$ cat src/hw/rtl/dstc_pkg.sv
// shared types, constants and small tables for the day serial to calendar time core
// no dependencies; imported by every dstc module
`default_nettype none

package dstc_pkg;

	// field widths
	localparam int FRAC_BITS  = 32;
	localparam int SERIAL_W   = 22;
	localparam int YEAR_W     = 14;

	// pipeline depth: stage 1 takes the beat, the last stage is the result register
	localparam int NUM_STAGES  = 9;
	// stage at which the time of day is final
	localparam int TIME_STAGES = 4;

	// serial constants
	localparam logic [SERIAL_W-1:0] SERIAL_MAX     = 22'd2958465;
	localparam logic [SERIAL_W-1:0] SERIAL_PHANTOM = 22'd60;
	localparam logic [SERIAL_W-1:0] CIVIL_OFFSET   = 22'd693901;
	localparam logic [SERIAL_W-1:0] DAYS_PER_ERA   = 22'd146097;
	localparam logic [YEAR_W-1:0]   EPOCH_YEAR     = 14'd1900;
	localparam logic [YEAR_W-1:0]   YEARS_PER_ERA  = 14'd400;

	// exact reciprocals: m = ceil(2^(n+l) / d), valid for every n-bit numerator
	localparam int ERA_SHIFT = 40;
	localparam logic [63:0] ERA_RECIP_W =
		((64'd1 << ERA_SHIFT) + 64'd146097 - 64'd1) / 64'd146097;
	localparam logic [22:0] ERA_RECIP = ERA_RECIP_W[22:0];

	localparam int Q1460_SHIFT = 29;
	localparam logic [63:0] Q1460_RECIP_W =
		((64'd1 << Q1460_SHIFT) + 64'd1460 - 64'd1) / 64'd1460;
	localparam logic [18:0] Q1460_RECIP = Q1460_RECIP_W[18:0];

	localparam int Y365_SHIFT = 27;
	localparam logic [63:0] Y365_RECIP_W =
		((64'd1 << Y365_SHIFT) + 64'd365 - 64'd1) / 64'd365;
	localparam logic [18:0] Y365_RECIP = Y365_RECIP_W[18:0];

	localparam int MP153_SHIFT = 19;
	localparam logic [63:0] MP153_RECIP_W =
		((64'd1 << MP153_SHIFT) + 64'd153 - 64'd1) / 64'd153;
	localparam logic [11:0] MP153_RECIP = MP153_RECIP_W[11:0];

	// time constants
	localparam logic [5:0] SEC_PER_MIN  = 6'd60;
	localparam logic [5:0] MIN_PER_HOUR = 6'd60;

	// months
	localparam logic [3:0] MONTH_JAN = 4'd1;
	localparam logic [3:0] MONTH_FEB = 4'd2;
	localparam logic [4:0] PHANTOM_DAY = 5'd29;

	typedef struct packed {
		logic [SERIAL_W-1:0]  day_serial;
		logic [FRAC_BITS-1:0] day_fraction;
	} req_t;

	typedef struct packed {
		logic [YEAR_W-1:0] year;
		logic [3:0]        month;
		logic [4:0]        day_of_month;
		logic [4:0]        hour;
		logic [5:0]        minute;
		logic [5:0]        second;
		logic              out_of_range;
	} rsp_t;

	typedef struct packed {
		logic [YEAR_W-1:0] year;
		logic [3:0]        month;
		logic [4:0]        day_of_month;
		logic              out_of_range;
	} date_t;

	typedef struct packed {
		logic [4:0] hour;
		logic [5:0] minute;
		logic [5:0] second;
	} hms_t;

	typedef struct packed {
		logic zero;
		logic phantom;
		logic oor;
	} serial_flags_t;

	// per-stage load enables from the flow control
	typedef struct packed {
		logic [NUM_STAGES-1:0] adv;
	} stage_ctl_t;

	// days before the start of month index mp, counted from march
	function automatic logic [8:0] month_start(input logic [3:0] mp);
		logic [8:0] days;
		case (mp)
			4'd0:    days = 9'd0;
			4'd1:    days = 9'd31;
			4'd2:    days = 9'd61;
			4'd3:    days = 9'd92;
			4'd4:    days = 9'd122;
			4'd5:    days = 9'd153;
			4'd6:    days = 9'd184;
			4'd7:    days = 9'd214;
			4'd8:    days = 9'd245;
			4'd9:    days = 9'd275;
			4'd10:   days = 9'd306;
			4'd11:   days = 9'd337;
			default: days = 9'd0;
		endcase
		return days;
	endfunction

	// calendar month of march-based month index
	function automatic logic [3:0] month_of(input logic [3:0] mp);
		logic [3:0] m;
		if (mp < 4'd10) begin
			m = mp + 4'd3;
		end else begin
			m = mp - 4'd9;
		end
		return m;
	endfunction

endpackage

`default_nettype wire

$ cat src/hw/rtl/dstc_flow.sv
// valid bits and per-stage load enables of the conversion pipeline
// depends on dstc_pkg
`default_nettype none

module dstc_flow import dstc_pkg::*; (
	input  wire logic   clk,
	input  wire logic   arst_n,
	input  wire logic   req_valid,
	output logic        req_ready,
	output logic        rsp_valid,
	input  wire logic   rsp_ready,
	output stage_ctl_t  ctl
);

	logic [NUM_STAGES-1:0] stage_vld_q;
	logic [NUM_STAGES-1:0] adv;

	// a stage loads when it is empty or its contents move on
	always_comb begin
		adv[NUM_STAGES-1] = ~stage_vld_q[NUM_STAGES-1] | rsp_ready;
		for (int i = NUM_STAGES-2; i >= 0; i--) begin
			adv[i] = ~stage_vld_q[i] | adv[i+1];
		end
	end

	always_ff @(posedge clk or negedge arst_n) begin
		if (!arst_n) begin
			stage_vld_q <= '0;
		end else begin
			if (adv[0]) begin
				stage_vld_q[0] <= req_valid;
			end
			for (int i = 1; i < NUM_STAGES; i++) begin
				if (adv[i]) begin
					stage_vld_q[i] <= stage_vld_q[i-1];
				end
			end
		end
	end

	assign req_ready = adv[0];
	assign rsp_valid = stage_vld_q[NUM_STAGES-1];
	assign ctl.adv   = adv;

	// an accepted beat occupies the first stage
	a_accept_fills: assert property (@(posedge clk) disable iff (!arst_n)
		req_valid && req_ready |=> stage_vld_q[0])
		else $error("accepted beat not in first stage");

	// a full stage behind a held stage is never overwritten
	a_no_overwrite: assert property (@(posedge clk) disable iff (!arst_n)
		((stage_vld_q[NUM_STAGES-2:0] & ~adv[NUM_STAGES-1:1])
			& adv[NUM_STAGES-2:0]) == '0)
		else $error("stalled stage overwritten");

endmodule

`default_nettype wire

$ cat src/hw/rtl/dstc_time.sv
// time of day split: fraction of a day to hour, minute and rounded second
// depends on dstc_pkg; stage enables come from dstc_flow
`default_nettype none

module dstc_time import dstc_pkg::*; (
	input  wire logic                 clk,
	input  wire stage_ctl_t           ctl,
	input  wire logic [FRAC_BITS-1:0] day_fraction,
	output hms_t                      hms
);

	localparam logic [FRAC_BITS+5:0] ROUND_HALF =
		{6'd0, 1'b1, {(FRAC_BITS-1){1'b0}}};

	logic [FRAC_BITS+4:0] hour_prod;
	logic [FRAC_BITS+5:0] min_prod;
	logic [FRAC_BITS+5:0] sec_prod;

	logic [4:0]           hh_s1, hh_s2, hh_s3;
	logic [FRAC_BITS-1:0] r1_s1, r2_s2;
	logic [5:0]           mi_s2, mi_s3;
	logic [5:0]           ss_s3;

	logic       sec_wrap, min_wrap;
	logic [5:0] min_next;
	hms_t       hms_next;
	hms_t       hms_s [TIME_STAGES:NUM_STAGES];

	// f * 24
	assign hour_prod = {1'b0, day_fraction, 4'b0} + {2'b0, day_fraction, 3'b0};
	// remainder * 60
	assign min_prod  = {r1_s1, 6'b0} - {4'b0, r1_s1, 2'b0};
	// remainder * 60 + one half
	assign sec_prod  = {r2_s2, 6'b0} - {4'b0, r2_s2, 2'b0} + ROUND_HALF;

	always_ff @(posedge clk) begin
		if (ctl.adv[0]) begin
			hh_s1 <= hour_prod[FRAC_BITS+4:FRAC_BITS];
			r1_s1 <= hour_prod[FRAC_BITS-1:0];
		end
		if (ctl.adv[1]) begin
			hh_s2 <= hh_s1;
			mi_s2 <= min_prod[FRAC_BITS+5:FRAC_BITS];
			r2_s2 <= min_prod[FRAC_BITS-1:0];
		end
		if (ctl.adv[2]) begin
			hh_s3 <= hh_s2;
			mi_s3 <= mi_s2;
			ss_s3 <= sec_prod[FRAC_BITS+5:FRAC_BITS];
		end
	end

	// rounding carry into minute, then hour; no day carry
	assign sec_wrap = (ss_s3 == SEC_PER_MIN);
	assign min_next = sec_wrap ? mi_s3 + 6'd1 : mi_s3;
	assign min_wrap = (min_next == MIN_PER_HOUR);

	always_comb begin
		hms_next.second = sec_wrap ? 6'd0 : ss_s3;
		hms_next.minute = min_wrap ? 6'd0 : min_next;
		hms_next.hour   = min_wrap ? hh_s3 + 5'd1 : hh_s3;
	end

	// carry result, then delay to line up with the date path
	always_ff @(posedge clk) begin
		if (ctl.adv[TIME_STAGES-1]) begin
			hms_s[TIME_STAGES] <= hms_next;
		end
		for (int k = TIME_STAGES+1; k <= NUM_STAGES; k++) begin
			if (ctl.adv[k-1]) begin
				hms_s[k] <= hms_s[k-1];
			end
		end
	end

	assign hms = hms_s[NUM_STAGES];

endmodule

`default_nettype wire

$ cat src/hw/rtl/dstc_date.sv
// day serial to gregorian year, month and day over the pipeline stages
// depends on dstc_pkg; stage enables come from dstc_flow
`default_nettype none

module dstc_date import dstc_pkg::*; (
	input  wire logic                clk,
	input  wire stage_ctl_t          ctl,
	input  wire logic [SERIAL_W-1:0] day_serial,
	output date_t                    ymd
);

	serial_flags_t        flg_in;
	logic [SERIAL_W-1:0]  days, z_next;
	serial_flags_t        flg_s [1:NUM_STAGES-1];

	logic [SERIAL_W-1:0]  z_s1, z_s2;
	logic [44:0]          era_prod;
	logic [4:0]           era_s2, era_s3, era_s4, era_s5, era_s6, era_s7;
	logic [SERIAL_W-1:0]  era_days, doe_full;
	logic [17:0]          doe_s3, doe_s4, doe_s5, doe_s6;
	logic [36:0]          q1_prod;
	logic [6:0]           q1_s4;
	logic [2:0]           cent_next, cent_s4;
	logic                 era_end_s4;
	logic [17:0]          n_s5;
	logic [36:0]          yoe_prod;
	logic [8:0]           yoe_s6, yoe_s7;
	logic [1:0]           yoe_cent;
	logic [17:0]          doy_full;
	logic [8:0]           doy_s7, doy_s8;
	logic [10:0]          mp_num;
	logic [22:0]          mp_prod;
	logic [3:0]           mp_s8;
	logic [YEAR_W-1:0]    yr_s8;
	logic [3:0]           month_c;
	logic [8:0]           dom_c;
	date_t                ymd_next, ymd_s9;

	// stage 1: range and special serials, shift to a march-based day count
	always_comb begin
		flg_in.oor     = (day_serial > SERIAL_MAX);
		flg_in.zero    = (day_serial == '0);
		flg_in.phantom = (day_serial == SERIAL_PHANTOM);
		days   = (day_serial < SERIAL_PHANTOM) ? day_serial - 22'd1 : day_serial - 22'd2;
		z_next = days + CIVIL_OFFSET;
	end

	// stage 2: era by reciprocal multiply
	assign era_prod = 45'(z_s1) * 45'(ERA_RECIP);
	// stage 3: day of era
	assign era_days = 22'(era_s2) * DAYS_PER_ERA;
	assign doe_full = z_s2 - era_days;
	// stage 4: leap corrections
	assign q1_prod   = 37'(doe_s3) * 37'(Q1460_RECIP);
	assign cent_next = 3'(doe_s3 >= 18'd36524) + 3'(doe_s3 >= 18'd73048)
		+ 3'(doe_s3 >= 18'd109572) + 3'(doe_s3 >= 18'd146096);
	// stage 6: year of era
	assign yoe_prod  = 37'(n_s5) * 37'(Y365_RECIP);
	// stage 7: day of year
	assign yoe_cent  = 2'(yoe_s6 >= 9'd100) + 2'(yoe_s6 >= 9'd200) + 2'(yoe_s6 >= 9'd300);
	assign doy_full  = doe_s6 - (18'(yoe_s6) * 18'd365 + 18'(yoe_s6 >> 2) - 18'(yoe_cent));
	// stage 8: month index from march
	assign mp_num    = {doy_s7, 2'b0} + 11'(doy_s7) + 11'd2;
	assign mp_prod   = 23'(mp_num) * 23'(MP153_RECIP);

	// stage 9: calendar fields and special serials
	assign month_c = month_of(mp_s8);
	assign dom_c   = doy_s8 - month_start(mp_s8) + 9'd1;

	always_comb begin
		ymd_next.year         = yr_s8 + 14'(month_c <= MONTH_FEB);
		ymd_next.month        = month_c;
		ymd_next.day_of_month = dom_c[4:0];
		ymd_next.out_of_range = 1'b0;
		if (flg_s[NUM_STAGES-1].zero) begin
			ymd_next.year         = EPOCH_YEAR;
			ymd_next.month        = MONTH_JAN;
			ymd_next.day_of_month = 5'd0;
		end else if (flg_s[NUM_STAGES-1].phantom) begin
			ymd_next.year         = EPOCH_YEAR;
			ymd_next.month        = MONTH_FEB;
			ymd_next.day_of_month = PHANTOM_DAY;
		end
		if (flg_s[NUM_STAGES-1].oor) begin
			ymd_next = '0;
			ymd_next.out_of_range = 1'b1;
		end
	end

	always_ff @(posedge clk) begin
		if (ctl.adv[0]) begin
			flg_s[1] <= flg_in;
			z_s1     <= z_next;
		end
		for (int k = 2; k <= NUM_STAGES-1; k++) begin
			if (ctl.adv[k-1]) begin
				flg_s[k] <= flg_s[k-1];
			end
		end
		if (ctl.adv[1]) begin
			z_s2   <= z_s1;
			era_s2 <= era_prod[ERA_SHIFT+4:ERA_SHIFT];
		end
		if (ctl.adv[2]) begin
			era_s3 <= era_s2;
			doe_s3 <= doe_full[17:0];
		end
		if (ctl.adv[3]) begin
			era_s4     <= era_s3;
			doe_s4     <= doe_s3;
			q1_s4      <= q1_prod[Q1460_SHIFT+6:Q1460_SHIFT];
			cent_s4    <= cent_next;
			era_end_s4 <= (doe_s3 == 18'd146096);
		end
		if (ctl.adv[4]) begin
			era_s5 <= era_s4;
			doe_s5 <= doe_s4;
			n_s5   <= doe_s4 - 18'(q1_s4) + 18'(cent_s4) - 18'(era_end_s4);
		end
		if (ctl.adv[5]) begin
			era_s6 <= era_s5;
			doe_s6 <= doe_s5;
			yoe_s6 <= yoe_prod[Y365_SHIFT+8:Y365_SHIFT];
		end
		if (ctl.adv[6]) begin
			era_s7 <= era_s6;
			yoe_s7 <= yoe_s6;
			doy_s7 <= doy_full[8:0];
		end
		if (ctl.adv[7]) begin
			doy_s8 <= doy_s7;
			mp_s8  <= mp_prod[MP153_SHIFT+3:MP153_SHIFT];
			yr_s8  <= 14'(yoe_s7) + 14'(era_s7) * YEARS_PER_ERA;
		end
		if (ctl.adv[8]) begin
			ymd_s9 <= ymd_next;
		end
	end

	assign ymd = ymd_s9;

endmodule

`default_nettype wire

$ cat src/hw/rtl/day_serial_to_calendar_time_core.sv
// top level of the day serial to calendar time core
// depends on dstc_pkg, dstc_flow, dstc_date, dstc_time
//
// usage
//   req channel: one beat carries a whole day serial of the 1900 spreadsheet
//   date system (serial 1 is 1 jan 1900, the phantom 29 feb 1900 is serial 60)
//   and a q0.32 fraction of a day
//   rsp channel: one beat per request with year, month, day of month, hour,
//   minute, rounded second and the out-of-range flag; serials past
//   31 dec 9999 set the flag and zero every other field
//   pipeline: a result passes the nine register stages of the date path
//   (range and day count, era, day of era, leap corrections, corrected day
//   count, year of era, day of year, month, final fields)
//   throughput: one beat per cycle while rsp_ready stays high; every stage holds one item
//   reset: arst_n clears all stage valid bits; the pipeline comes up empty
//   and req_ready is high at once
//   stall: when rsp_ready is low the last stage holds its beat; stages behind
//   it keep filling until they meet a full one, then req_ready drops
//   the hour reads 24 when rounding carries through minute and hour
`default_nettype none

module day_serial_to_calendar_time_core import dstc_pkg::*; (
	input  wire logic clk,
	input  wire logic arst_n,

	input  wire logic req_valid,
	output logic      req_ready,
	input  wire req_t req_data,

	output logic      rsp_valid,
	input  wire logic rsp_ready,
	output rsp_t      rsp_data
);

	stage_ctl_t ctl;
	date_t      ymd;
	hms_t       hms;

	// valid bits and stage load enables
	dstc_flow u_flow (
		.clk       (clk),
		.arst_n    (arst_n),
		.req_valid (req_valid),
		.req_ready (req_ready),
		.rsp_valid (rsp_valid),
		.rsp_ready (rsp_ready),
		.ctl       (ctl)
	);

	// calendar date path
	dstc_date u_date (
		.clk        (clk),
		.ctl        (ctl),
		.day_serial (req_data.day_serial),
		.ymd        (ymd)
	);

	// time of day path, delayed to line up with the date
	dstc_time u_time (
		.clk          (clk),
		.ctl          (ctl),
		.day_fraction (req_data.day_fraction),
		.hms          (hms)
	);

	// result beat; time fields forced to zero for an out-of-range serial
	always_comb begin
		rsp_data.year         = ymd.year;
		rsp_data.month        = ymd.month;
		rsp_data.day_of_month = ymd.day_of_month;
		rsp_data.out_of_range = ymd.out_of_range;
		rsp_data.hour         = ymd.out_of_range ? 5'd0 : hms.hour;
		rsp_data.minute       = ymd.out_of_range ? 6'd0 : hms.minute;
		rsp_data.second       = ymd.out_of_range ? 6'd0 : hms.second;
	end

	// an in-range result always carries a real month and a year in range
	a_month_range: assert property (@(posedge clk) disable iff (!arst_n)
		rsp_valid && !rsp_data.out_of_range |->
			rsp_data.month >= MONTH_JAN && rsp_data.month <= 4'd12
			&& rsp_data.year >= EPOCH_YEAR && rsp_data.year <= 14'd9999)
		else $error("calendar field out of range");

	// time fields stay within their carries
	a_time_range: assert property (@(posedge clk) disable iff (!arst_n)
		rsp_valid |-> rsp_data.hour <= 5'd24 && rsp_data.minute < MIN_PER_HOUR
			&& rsp_data.second < SEC_PER_MIN)
		else $error("time field out of range");

endmodule

`default_nettype wire

$ cat config.mk
export PLATFORM = sky130hd
export DESIGN_NAME = day_serial_to_calendar_time_core
export DESIGN_NICKNAME = d
export VERILOG_FILES = /design/src/hw/rtl/dstc_pkg.sv /design/src/hw/rtl/dstc_flow.sv /design/src/hw/rtl/dstc_time.sv /design/src/hw/rtl/dstc_date.sv /design/src/hw/rtl/day_serial_to_calendar_time_core.sv
export SDC_FILE = /design/constraint.sdc
export NUM_CORES = 2
export LEC_CHECK = 0
export ABC_CLOCK_PERIOD_IN_PS = 13200
export BUFFER_PORTS_ARGS = -buffer_cell sky130_fd_sc_hd__buf_4
export CORE_AREA = 5 5 293 295
export DETAILED_ROUTE_END_ITERATION = 7
export DIE_AREA = 0 0 298 300
export PLACE_DENSITY = 0.71
export SYNTH_ARGS = -nofsm -noshare
export SYNTH_HDL_FRONTEND = slang
export SYNTH_SLANG_ARGS = --single-unit
$ cat constraint.sdc
create_clock -name clk -period 13.2 [get_ports clk]
set_clock_uncertainty 0.2 [all_clocks]
set_input_delay 1.98 -clock clk [delete_from_list [all_inputs] [get_ports clk]]
set_output_delay 1.98 -clock clk [all_outputs]
set_load 0.1 [all_outputs]
* Yosys cells after proc, flatten, opt, wreduce, memory -nomap -nowiden
Memory sizes are Yosys's and may differ from the RTL's. A register that Yosys moved wholly into a read port is not among the register bits.
Index checks and enable logic that the tools add are counted.
** Operators by class
- Add/subtract/negate cells :: 29
- Multiply operators :: 7
- $lt $le $gt $ge :: 11
- Equal/unequal tests :: 4
- Mux-type cells :: 31
- Bitwise logic cells :: 18
- Reduce and logical (&&, ||, !) cells :: 3
** Operators by type and width (number)
- subtractor 38 x 34 -> 38 bit :: 2
- multiplier 18 x 16 -> 33 bit (second input constant) :: 2
- multiplier 22 x 22 -> 44 bit (second input constant) :: 1
- two-way mux 20 bit :: 2
- adder 38 x 32 -> 38 bit (second input constant) :: 1
- adder 36 x 35 -> 37 bit :: 1
- >= comparator 18 x 17 -> 1 bit (second input constant) :: 2
- two-way mux 6 bit :: 5
- multiplier 11 x 12 -> 23 bit (second input constant) :: 1
- adder 22 x 20 -> 22 bit (second input constant) :: 1
- == test 22 x 6 -> 1 bit (second input constant) :: 1
- > comparator 22 bit (second input constant) :: 1
- logical NOT 22 bit :: 1
- < comparator 22 x 6 -> 1 bit (second input constant) :: 1
- two-way mux 22 bit :: 1
- subtractor 22 x 1 -> 22 bit (second input constant) :: 1
- subtractor 22 x 2 -> 22 bit (second input constant) :: 1
- two-way mux 1 bit :: 19
- adder 18 x 3 -> 18 bit :: 1
- == test 18 bit (second input constant) :: 1
- >= comparator 18 x 16 -> 1 bit (second input constant) :: 1
- >= comparator 18 bit (second input constant) :: 1
- multiplier 5 x 18 -> 18 bit (second input constant) :: 1
- subtractor 18 x 1 -> 18 bit :: 1
- 31 further kinds :: 53
** Word-level totals
- Register bits :: 333
- Memory bits (writable) :: 126
- Memory bits (read-only) :: 144
- Bits of input ports :: 58
- Memories :: 3
** Memories
- (no name shown) :: words 16, width 9, read ports 1, clocked after memory_dff 1, wr ports 0, line dstc_pkg.sv:97 : case (mp)
- u_time.hms_s :: words 6, width 17, read ports 6, clocked after memory_dff 0, wr ports 6, line dstc_time.sv:27 : hms_t hms_s [TIME_STAGES:NUM_STAGES];
- u_date.flg_s :: words 8, width 3, read ports 8, clocked after memory_dff 0, wr ports 8, line dstc_date.sv:14 : serial_flags_t flg_s [1:NUM_STAGES-1];

* Depth between registers and ports, before layout
- Depth after elaboration :: 12
- Gate-level depth with buffers :: 32

* Cells and area by module
Synthesis repeated with hierarchy kept, for this count alone.
** Unflattened totals
- Cells, all modules :: 4043
- Area, all modules :: 46179.3 µm²
** Modules (own cells, without submodules)
- dstc_date :: times used 1, cells an instance 3114, area each 35122.4 µm², seq. area each 7637.3 µm²
- dstc_time :: times used 1, cells an instance 878, area each 10523.8 µm², seq. area each 5735.5 µm²
- dstc_flow :: times used 1, cells an instance 33, area each 397.9 µm², seq. area each 225.2 µm²
- day_serial_to_calendar_time_core :: times used 1, cells an instance 18, area each 135.1 µm², seq. area each 0.0 µm²

* Worst setup path after synthesis
No wires, ideal clock.
- Kind :: input to output
- Start :: input rsp_ready
- End :: output req_ready
- Data arrival time :: 8610 ps
- Required time :: 11020 ps
- Slack :: 2410 ps
- Cell stages on the path :: 7
- Buffers on the path :: 0
- Path through :: nand2b_1 nor2_1 nand3_1 nor2_1 nand3_1 inv_1 nand3_1
** RTL lines
- start, declared :: line day_serial_to_calendar_time_core.sv:31 : input wire logic rsp_ready,
- end, declared :: line day_serial_to_calendar_time_core.sv:27 : output logic req_ready,

==> key figures <==
Outcome
  – Status: completed

Clock tree
  – Clk sinks: 456
  – Max clock buf depth: 3
  – Max H-tree Level: 2
  – Clock transition at path regs: 0.07 ns
  – Root Buffer: clkbuf_16
  – Num CTS Buffers: 49
  – TritonCTS clock tree: built
  – Number of buffers inserted by hold repair at cts: 0
  – Clk Latency, worst-skew pair: 0.60 ns
  – Post-CTS Setup Inserts: 0
  – Post-CTS sizing: 0

STA
  – Unrepaired setup endpoints after global routing: false
  – Tmin final: ~8.5 ns
  – Setup TNS: 0 ns
  – Final worst slack: around 4.7 ns
  – Final hold vios: 0
  – WHS: 0.216 ns
  – F_max: ~120 MHz
  – Tcrit/Tclk final: ~64%
  – Relative slew slack: between 10% and 20%
  – Max-slew violations: 0
  – Measured slew at the worst slew-check pin: around 1.2 ns
  – Final setup fails: 0

Logic synthesis
  – Syn_nets: 5289
  – Post-synth EDFFs: approximately 440
  – Yosys cell types: 86
  – Top_reg_cell synth: edfxtp_1
  – Post-synthesis sequential area ratio: between 30 and 40%
  – Share of flip-flops with an asynchronous set or reset: around 2.0%
  – Syn avg cell area: ~12 um^2
  – Top cell type's share of synthesized area: 29.3%
  – Synthesized area: around 45000 um^2
  – Synth area leaders: edfxtp_1 (29%), ha_1 (24%), fa_1 (21%)
  – Post-synth top area cell: edfxtp_1
  – Yosys Warn Count: 0
  – #FFs+latches synth: about 460
  – Synth Instances: 3872

Global routing
  – Antenna violations before repair: 5
  – Largest net degree at the start of global routing: 62
  – Vias in the first global route: around 29000
  – GRT overflow: 0
  – First-pass GRT wire length: between 100000 and 150000 um
  – Global router's overall resource usage: 19.6%

Worst setup path
  – R2R Path Start: u_date.doy_s7[0]$_DFFE_PP_
  – CP Capture Type: flip-flop
  – FF-to-FF setup slack: approximately 4.7 ns
  – Slowest-stage cell, CP: a2111oi_0
  – Critical path arrival: 8.75 ns
  – Critical Path RT: around 13 ns
  – Crit Path Category: flip-flop to flip-flop
  – Slowest Stage Delay on Critical Path: approximately 0.98 ns
  – Type of origin of the critical path: flip-flop
  – Critical path peak fanout: 8
  – CP Launch Point: u_date.doy_s7[0]$_DFFE_PP_

Finish
  – Commonest non-fill, non-tap cells in the layout: ha_1 (881), inv_1 (813), fa_1 (478)
  – Commonest non-fill, non-tap cell in the layout: ha_1
  – Sequential Area: ~14000 um^2
  – Area growth syn-to-layout: 8.47%
  – Inserted Diodes: 0
  – Finished Layout Cells: ~5100
  – Final nets: around 5400
  – Fillers: 6678
  – Share of post-route cells with drive strength above 1: just under 6%
  – Footprint of the multi-input gates: 28500 um^2

Run
  – Max capacitance violation total: 0

Floorplanning
  – Die width: 298 um
  – Core area: around 83000 um^2
  – I/O pin total: 101
  – Initial Utilization: a little over half
  – # rows: about 110
  – Die height: ~300 um
  – Die area: roughly 89000 um^2

Drt
  – DR WL/cell: 16.6 um
  – Vias/cell: around 5.3
  – Drt first pass iters: 5
  – Final WL: 85100 um
  – Antenna Violating Nets Remaining: 0
  – Initial DRC count: around 1200
  – # DRC: 0
  – Via Count: around 27000

Placement
  – Pre-CTS setup slack: 4.82 ns
  – Dpl cells: just over 5000
  – Port-buffer cells: 100
  – Placer Congestion: 0.898
  – Dpl hpwl: 70900 um

Min path
  – HP Class: flip-flop to flip-flop
  – Hold_sp: u_date.flg_s[0][16]$_DFFE_PP_
## critical path: cells and delay by family (launching register included)
family / cells / cell delay (ns)
xor+xnor: 2 / 0.41
buf+inv: 2 / 0.13
flops: 1 / 0.55
simple gates: 3 / 0.32
fa+ha+maj: 8 / 3.32
compound gates: 15 / 3.44
## logic make-up after synthesis
logic type | Yosys count | share of synthesized area [%]
compound gates | 475 | 6.96
xor+xnor | 231 | 4.47
flops | 456 | 30.1
fa+ha+maj | 1360 | 45.6
buf+inv | 833 | 6.96
mux | 6 | 0.141
simple gates | 511 | 5.85
## metrics by stage
| step | utilization (%) | area, um^2 |
|---|---|---|
| floorplan | - | 45200 |
| detailed placement | 57.1 | 47300 |
| global route | 59.2 | 49100 |
| CTS | 59.2 | 49100 |
| finish | 59.2 | 49100 |
| global placement | 57.1 | 47300 |
## routing by layer
| metal | vias up | wire, um | global-route usage [%] |
|---|---|---|---|
| met3 | 143 | 3610 | 3.00 |
| met2 | 449 | 40900 | 33.6 |
| li1 | 13351 | - | - |
| met5 | - | 0 | 0 |
| met4 | 0 | 2030 | 4.79 |
| met1 | 13189 | 38600 | 26.5 |
## synth_stat cells, types with 6 or more instances
| cell | count |
|---|---|
| a41o_1 | 6 |
| a21boi_0 | 7 |
| dfrtp_1 | 9 |
| o211ai_1 | 15 |
| o21bai_1 | 28 |
| nand4_1 | 30 |
| nand2b_1 | 21 |
| a2111oi_0 | 9 |
| a31oi_1 | 9 |
| a21oi_1 | 143 |
| or3_1 | 15 |
| fa_1 | 478 |
| inv_1 | 815 |
| nor2b_1 | 40 |
| edfxtp_1 | 442 |
| a221oi_1 | 6 |
| a211oi_1 | 21 |
| o21a_1 | 18 |
| nor4_1 | 13 |
| and2_1 | 13 |
| nor2_1 | 129 |
| xor2_1 | 60 |
| a21o_1 | 55 |
| ha_1 | 881 |
| o21ai_1 | 7 |
| and4_1 | 7 |
| nor3b_1 | 7 |
| xnor2_1 | 171 |
| nand3_1 | 43 |
| o31ai_1 | 15 |
| o21ai_0 | 76 |
| or2_2 | 9 |
| and3_1 | 17 |
| nand2_1 | 101 |
| clkbuf_1 | 12 |
| nor3_1 | 39 |
## final timing paths
| kind | to | cells past startpoint |
|---|---|---|
| worst max-delay path | flip-flop | 30 |
| worst min-delay path | u_date.flg_s[0][19]$_DFFE_PP_ | 0 |
| worst max register to register | flip-flop | 30 |
| worst min register to register | u_date.flg_s[0][19]$_DFFE_PP_ | 0 |
| max in group asynchronous | u_flow.stage_vld_q[3]$_DFFE_PN0P_ | 1 |
| min in group asynchronous | u_flow.stage_vld_q[5]$_DFFE_PN0P_ | 1 |
## cell type report
| class | instances | share of cell area (%) |
|---|---|---|
| flip-flops and latches | 456 | 27.7 |
| well taps | 1080 | 2.75 |
| inverters | 815 | 6.24 |
| repair buffers | 108 | 1.65 |
| clock buffers | 57 | 2.67 |
| multi-input cells | 2583 | 58.1 |
| clock inverters | 35 | 0.865 |
## sequential cells by signal, summed over array words and instances, names as in the netlist, 7 cells and up, named ones only
name / flops
u_time.hms_s: 102
u_time.r1_s1: 29
u_time.r2_s2: 27
u_date.flg_s: 24
u_date.ymd: 24
u_date.z_s1: 22
u_date.doe_s3: 18
u_date.doe_s4: 18
u_date.n_s5: 18
u_date.z_s2: 18
u_date.yr_s8: 14
u_date.doe_s5: 9
u_date.doe_s6: 9
u_date.doy_s7: 9
u_date.yoe_s6: 9
u_date.yoe_s7: 9
u_flow.stage_vld_q: 9
u_date.q1_s4: 7
Power is not shown: default switching activity piles up to over one toggle a cycle in this logic, so the estimate is an artifact.
